===== src/hw/rtl/lscc_pkg.sv =====
// Shared types and constants for the line sensor centroid classifier.
// Depends on nothing; every module of the block imports it.
package lscc_pkg;

    localparam int NUM_SENSORS = 8;
    localparam int SENSE_W     = 16;
    localparam int B_W         = 16;
    localparam int D_W         = SENSE_W + 1;
    localparam int SQ_W        = 2 * B_W;
    localparam int TOTAL_W     = SQ_W + $clog2(NUM_SENSORS);
    localparam int WSUM_W      = SQ_W + $clog2(NUM_SENSORS * (NUM_SENSORS - 1) / 2);
    localparam int DEN_W       = TOTAL_W + $clog2(NUM_SENSORS);
    localparam int DIV_W       = DEN_W + 1;
    localparam int Q_W         = 16;
    localparam int NUM_W       = WSUM_W + Q_W + 1;
    localparam int SQT_W       = 35;
    localparam int STEER_W     = 16;
    localparam int PAIRS       = (NUM_SENSORS + 1) / 2;
    localparam int ONE_Q14     = 16384;

    localparam logic [SQT_W-1:0] INTERSECTION_RESET = SQT_W'(214748);
    localparam logic [SQT_W-1:0] TURN_RESET         = SQT_W'(4295);
    localparam logic [B_W-1:0]   NOLINE_RESET       = B_W'(7);

    typedef enum logic [2:0] {
        FEAT_NONE         = 3'd0,
        FEAT_INTERSECTION = 3'd1,
        FEAT_RIGHT        = 3'd2,
        FEAT_LEFT         = 3'd3,
        FEAT_NOLINE       = 3'd4
    } feature_t;

    typedef enum logic [1:0] {
        CFG_INTERSECTION = 2'd0,
        CFG_TURN         = 2'd1,
        CFG_NOLINE       = 2'd2,
        CFG_OFFSET       = 2'd3
    } cfg_index_t;

    typedef struct packed {
        logic [SENSE_W-1:0] reading_0;
        logic [SENSE_W-1:0] reading_1;
        logic [SENSE_W-1:0] reading_2;
        logic [SENSE_W-1:0] reading_3;
        logic [SENSE_W-1:0] reading_4;
        logic [SENSE_W-1:0] reading_5;
        logic [SENSE_W-1:0] reading_6;
        logic [SENSE_W-1:0] reading_7;
    } frame_t;

    typedef struct packed {
        logic signed [STEER_W-1:0] steer;
        logic signed [STEER_W-1:0] trimmed_steer;
        logic [2:0]                feature;
        logic [B_W-1:0]            max_brightness;
        logic [SQT_W-1:0]          square_total;
    } result_t;

    // Per-frame figures carried alongside the steer division.
    typedef struct packed {
        logic [TOTAL_W-1:0] total;
        logic [B_W-1:0]     bmax;
    } lscc_side_t;

endpackage


===== src/hw/rtl/lscc_steer_div.sv =====
// Pipelined restoring divider for the centroid: (65536*wsum + den) / (2*den), den = 7*total.
// Two set-up stages then one quotient bit per stage; depends on lscc_pkg.
module lscc_steer_div (
    input  logic                        clk,
    input  logic                        rst_n,
    input  logic                        adv,
    input  logic                        in_valid,
    input  lscc_pkg::lscc_side_t        in_side,
    input  logic [lscc_pkg::WSUM_W-1:0] wsum,
    output logic                        out_valid,
    output lscc_pkg::lscc_side_t        out_side,
    output logic [lscc_pkg::Q_W-1:0]    quotient
);
    import lscc_pkg::*;

    localparam int LAST = Q_W + 1;

    logic [LAST:0]      valid_reg;
    lscc_side_t         side_reg [0:LAST];
    logic [WSUM_W-1:0]  wsum0_reg;
    logic [DEN_W-1:0]   den0_reg;
    logic [NUM_W-1:0]   num;
    logic [DIV_W-1:0]   rem_reg [1:LAST];
    logic [DIV_W-1:0]   dvs_reg [1:LAST];
    logic [Q_W-1:0]     low_reg [1:LAST];
    logic [Q_W-1:0]     quo_reg [1:LAST];

    always_ff @(posedge clk or negedge rst_n)
    begin
        if (!rst_n)
        begin
            valid_reg <= '0;
        end
        else if (adv)
        begin
            valid_reg <= {valid_reg[LAST-1:0], in_valid};
        end
    end

    assign num = NUM_W'({wsum0_reg, {Q_W{1'b0}}}) + NUM_W'(den0_reg);

    // The quotient never exceeds 32768, so the upper dividend bits start below the divisor.
    always_ff @(posedge clk)
    begin
        if (adv)
        begin
            den0_reg    <= DEN_W'(in_side.total) * DEN_W'(NUM_SENSORS - 1);
            wsum0_reg   <= wsum;
            side_reg[0] <= in_side;
            side_reg[1] <= side_reg[0];
            rem_reg[1]  <= DIV_W'(num[NUM_W-1:Q_W]);
            low_reg[1]  <= num[Q_W-1:0];
            dvs_reg[1]  <= {den0_reg, 1'b0};
            quo_reg[1]  <= '0;
        end
    end

    for (genvar s = 1; s <= Q_W; s++)
    begin : g_step
        logic [DIV_W:0]   shifted;
        logic             ge;
        logic [DIV_W-1:0] rem_next;

        assign shifted  = {rem_reg[s], low_reg[s][Q_W-s]};
        assign ge       = shifted >= {1'b0, dvs_reg[s]};
        assign rem_next = ge ? DIV_W'(shifted - {1'b0, dvs_reg[s]}) : shifted[DIV_W-1:0];

        always_ff @(posedge clk)
        begin
            if (adv)
            begin
                side_reg[s+1] <= side_reg[s];
                rem_reg[s+1]  <= rem_next;
                dvs_reg[s+1]  <= dvs_reg[s];
                low_reg[s+1]  <= low_reg[s];
                quo_reg[s+1]  <= {quo_reg[s][Q_W-2:0], ge};
            end
        end
    end

    assign out_valid = valid_reg[LAST];
    assign out_side  = side_reg[LAST];
    assign quotient  = quo_reg[LAST];

endmodule


===== config.mk =====
export PLATFORM = sky130hd
export DESIGN_NAME = lscc_steer_div
export DESIGN_NICKNAME = d
export VERILOG_FILES = /design/src/hw/rtl/lscc_pkg.sv /design/src/hw/rtl/lscc_steer_div.sv
export SDC_FILE = /design/constraint.sdc
export NUM_CORES = 2
export LEC_CHECK = 0
export BUFFER_PORTS_ARGS = -buffer_cell sky130_fd_sc_hd__clkbuf_2
export CAP_MARGIN = 5
export CELL_PAD_IN_SITES_DETAIL_PLACEMENT = 0
export CELL_PAD_IN_SITES_GLOBAL_PLACEMENT = 1
export CORE_ASPECT_RATIO = 2
export CORE_MARGIN = 8
export CORE_UTILIZATION = 25
export DETAILED_ROUTE_END_ITERATION = 8
export PLACE_DENSITY = 0.47
export SLEW_MARGIN = 20
export SYNTH_ARGS = -nofsm -noshare
export SYNTH_HDL_FRONTEND = slang
export SYNTH_SLANG_ARGS = --single-unit

===== constraint.sdc =====
create_clock -name clk -period 6.5 [get_ports clk]
set_clock_uncertainty 0.2 [all_clocks]
set_input_delay 1.625 -clock clk [delete_from_list [all_inputs] [get_ports clk]]
set_output_delay 1.625 -clock clk [all_outputs]
set_load 0.01 [all_outputs]

==> reports/qor.csv <==
stage,metric,value,unit
outcome,status,"finished, final reports clean",
critical_path,critPathLaunchType,register,
clock_tree,holdBufCountCts,0,
placed_design,io_buffers,159,
layout,multi_input_area,37900,um2
critical_path,critical_path_arrival,5.64,ns
critical_path,cp.required,6.98,ns
synthesis,syn_area,112000,um2
sta,setup_tns,0,ns
layout,fin_area,128000,um2
sta,layout_min_cycle_time,5.17,ns
synthesis,synthFlopType,edfxtp_1,
synthesis,ys_ff_latch,2346,
grt,overflow,0,
layout,syn_to_final_growth,14.6,%
detailed_routing,vias,64800,
synthesis,ys_warn_count,0,
min_path,min_from,side_reg[15][15]$_DFFE_PP_,
critical_path,r2r_cells,15,
synthesis,yosysTopAreaCellShare,62.6,%
clock_tree,clkLatencyLatePin,0.97,ns
critical_path,timing.rr.end,rem_reg[9][35]$_DFFE_PP_,
floorplan,die_area,470000,um2
floorplan,core,446000,um2
grt,antenna_found_initial,4,
clock_tree,cts_resized,0,
clock_tree,post_cts_buffers,0,
grt,grt.total_usage,10.8,%
synthesis,syn-num-nets,9280,
power_and_ir_drop,p_per_area,464,nW/um2
critical_path,crit_fanout,3,
min_path,holdPathStages,0,
sta,slew_violations,0,
detailed_routing,first_pass_iters,7,
placed_design,place_area,120000,um2
synthesis,yosysSeqAreaShare,63.0,%
grt,grt_pass1_vias,70800,
detailed_routing,routed_wl,261,mm
clock_tree,htreeDepth,4,
min_path,hold_end,side_reg[16][15]$_DFFE_PP_,
clock_tree,cts_sinks,2346,
floorplan,die_h,961,um
layout,largest_reg_flops,905,
synthesis,synth_edf_count,2328,
power_and_ir_drop,p_leak,0.0490,uW
clock_tree,cts_buffer_depth,4,
layout,nets,9610,
floorplan,die_w,489,um
min_path,min_path_type,register to register,
sta,finalHoldViolCount,0,
clock_tree,clkTransAtPathRegs,0.07,ns
critical_path,crit_path_end_kind,register,
floorplan,io_pins,160,
grt,grt_start_max_net_pins,174,
clock_tree,cts-root-buf,clkbuf_16,
detailed_routing,ant_nets,0,
detailed_routing,wl_per_cell,17.5,um
critical_path,reg2reg_setup_slack,1.33,ns
clock_tree,numCtsBuffers,240,
layout,n_fill_cell,45300,
sta,worstMarginPinSlew,1.01,ns
power_and_ir_drop,irDropWorstVdd,0.000265,V
layout,drive_gt1_share,10.4,%
synthesis,netlist_top_cells_area,"edfxtp_1 (63%), ha_1 (7.5%), mux2_2 (2.6%), a21oi_1 (2.5%), o21ai_0 (2.5%)",
job,maxCapViolCount,0,
synthesis,synth_cells,8471,
detailed_routing,via_per_inst,4.34,
detailed_routing,drt_iter0_drc,2620,
detailed_routing,drc_errors,0,
sta,fmax,0.194,GHz
sta,slew_headroom,32.3,%
critical_path,r2r-start,low_reg[0][137]$_DFFE_PP_,
placed_design,hpwlAfterDp,198,mm
placed_design,gp_congestion,0.878,
floorplan,initial_core_util,25.1,%
floorplan,rows,347,
grt,grt_pass1_wl,396,mm
critical_path,worst-setup-path-type,register to register,
clock_tree,tritoncts,done,
sta,setup_viol,0,
layout,register_area,70400,um2
power_and_ir_drop,p_total,59400,uW
sta,rsz0062_at_grt,false,
synthesis,yosysTopAreaCell,edfxtp_1,
synthesis,avgSynthCellArea,13.2,um2
sta,final.period_utilization,79.5,%
layout,utilization,28.7,%
synthesis,ys_types,99,
synthesis,synth-async-reset-ratio,0.767,%
-- cells in the final DEF, fill, tap and decap left out, types with 24 or more instances in the layout --
cell / count
ha_1: 666
nor4_1: 25
and2_1: 25
mux2_2: 257
buf_4: 72
nand3_1: 109
a31oi_1: 61
xnor2_1: 308
and3_1: 59
buf_12: 24
nand4_1: 96
nand2b_1: 104
nor2b_1: 84
clkbuf_1: 45
clkinv_1: 46
xor2_1: 236
fa_1: 51
a211oi_1: 43
o31ai_1: 51
nor3_1: 85
edfxtp_1: 2328
o211ai_1: 29
inv_1: 747
clkbuf_16: 241
a21oi_1: 563
o21a_1: 92
nor2_1: 343
nand2_1: 585
a21o_1: 331
o21ai_0: 560
clkinv_2: 39
o21bai_1: 82
clkbuf_2: 158
-- per-layer routing --
layer / track usage [%] / wire length, um / vias up
met2: 23.2 / 155000 / 1063
met5: 0 / 0 / -
met1: 8.23 / 77400 / 30900
li1: - / - / 32000
met4: 7.88 / 22400 / 0
met3: 1.38 / 6630 / 758
-- logic make-up after synthesis --
group,Yosys count,share of synthesized area [%]
mux,284,2.86
xor+xnor,544,4.26
fa+ha+maj,717,8.37
simple gates,1623,6.90
compound gates,2042,11.4
buf+inv,915,3.20
flops,2346,63.0
-- area by class of cell --
cell class | instances | share of cell area, %
flip-flops and latches | 2346 | 54.9
multi-input cells | 5210 | 29.6
well taps | 5933 | 5.80
clock buffers | 288 | 4.86
inverters | 749 | 2.20
repair buffers | 254 | 1.41
clock inverters | 151 | 1.15
diodes | 2 | 0.00391
-- stage by stage --
stage	hold slack [ns]	instances	setup WS, ns
floorplan	0.200	8471	1.63
global placement	0.200	14500	0.743
detailed placement	0.205	14500	0.935
CTS	0.121	14900	1.11
global route	0.150	14900	0.887
finish	0.145	14900	1.33
-- worst max-delay path, stage by stage, from the launching register on --
cell	delay, ns
edfxtp_1	0.39
inv_1	0.14
ha_1	0.24
fa_1	0.41
nor2b_1	0.24
o31ai_1	0.16
a2111oi_0	0.78
buf_4	0.25
a211oi_1	0.09
o21ai_1	0.56
a21oi_1	0.28
o31ai_1	0.49
nand3_1	0.15
a21oi_1	0.32
xnor2_1	0.16
a21oi_1	0.08
-- worst max-delay path by stage --
stage                                    startpoint                        to  slack, ns
after floorplan                         in_side[16]    den0_reg[30]$_DFFE_PP_       1.63
after global placement                  in_side[16]    den0_reg[32]$_DFFE_PP_       0.74
after detailed placement                in_side[16]    den0_reg[36]$_DFFE_PP_       0.94
after CTS                  low_reg[0][47]$_DFFE_PP_  rem_reg[3][37]$_DFFE_PP_       1.11
after global routing       low_reg[0][47]$_DFFE_PP_  rem_reg[3][37]$_DFFE_PP_       0.89
final                     low_reg[0][137]$_DFFE_PP_  rem_reg[9][35]$_DFFE_PP_       1.33
-- Yosys cell counts, drive strengths merged (12+ instances only) --
cell type,instances
o21ai,584
buf,63
a211o,12
a211oi,44
a2111oi,13
clkbuf,103
fa,51
or2,19
ha,666
o21a,93
nand4,96
o211ai,29
o31ai,53
and2,29
mux2i,21
a31oi,64
nor3b,15
nand2,585
and4,12
a21o,331
nand2b,104
dfrtp,18
xor2,236
mux2,263
a41oi,15
o21bai,82
xnor2,308
o31a,17
a21oi,571
nor3,85
a21boi,27
nand3,109
and3,59
nor2b,84
edfxtp,2328
nor2,344
nor4,29
inv,749
or3,19
-- power by group --
group	leakage, uW	internal (uW)	switching [uW]
logic	0.0223	9830	13300
registers	0.0230	21000	1530
clock network	0.00372	7740	5960
(Power assumes the default switching activity.)
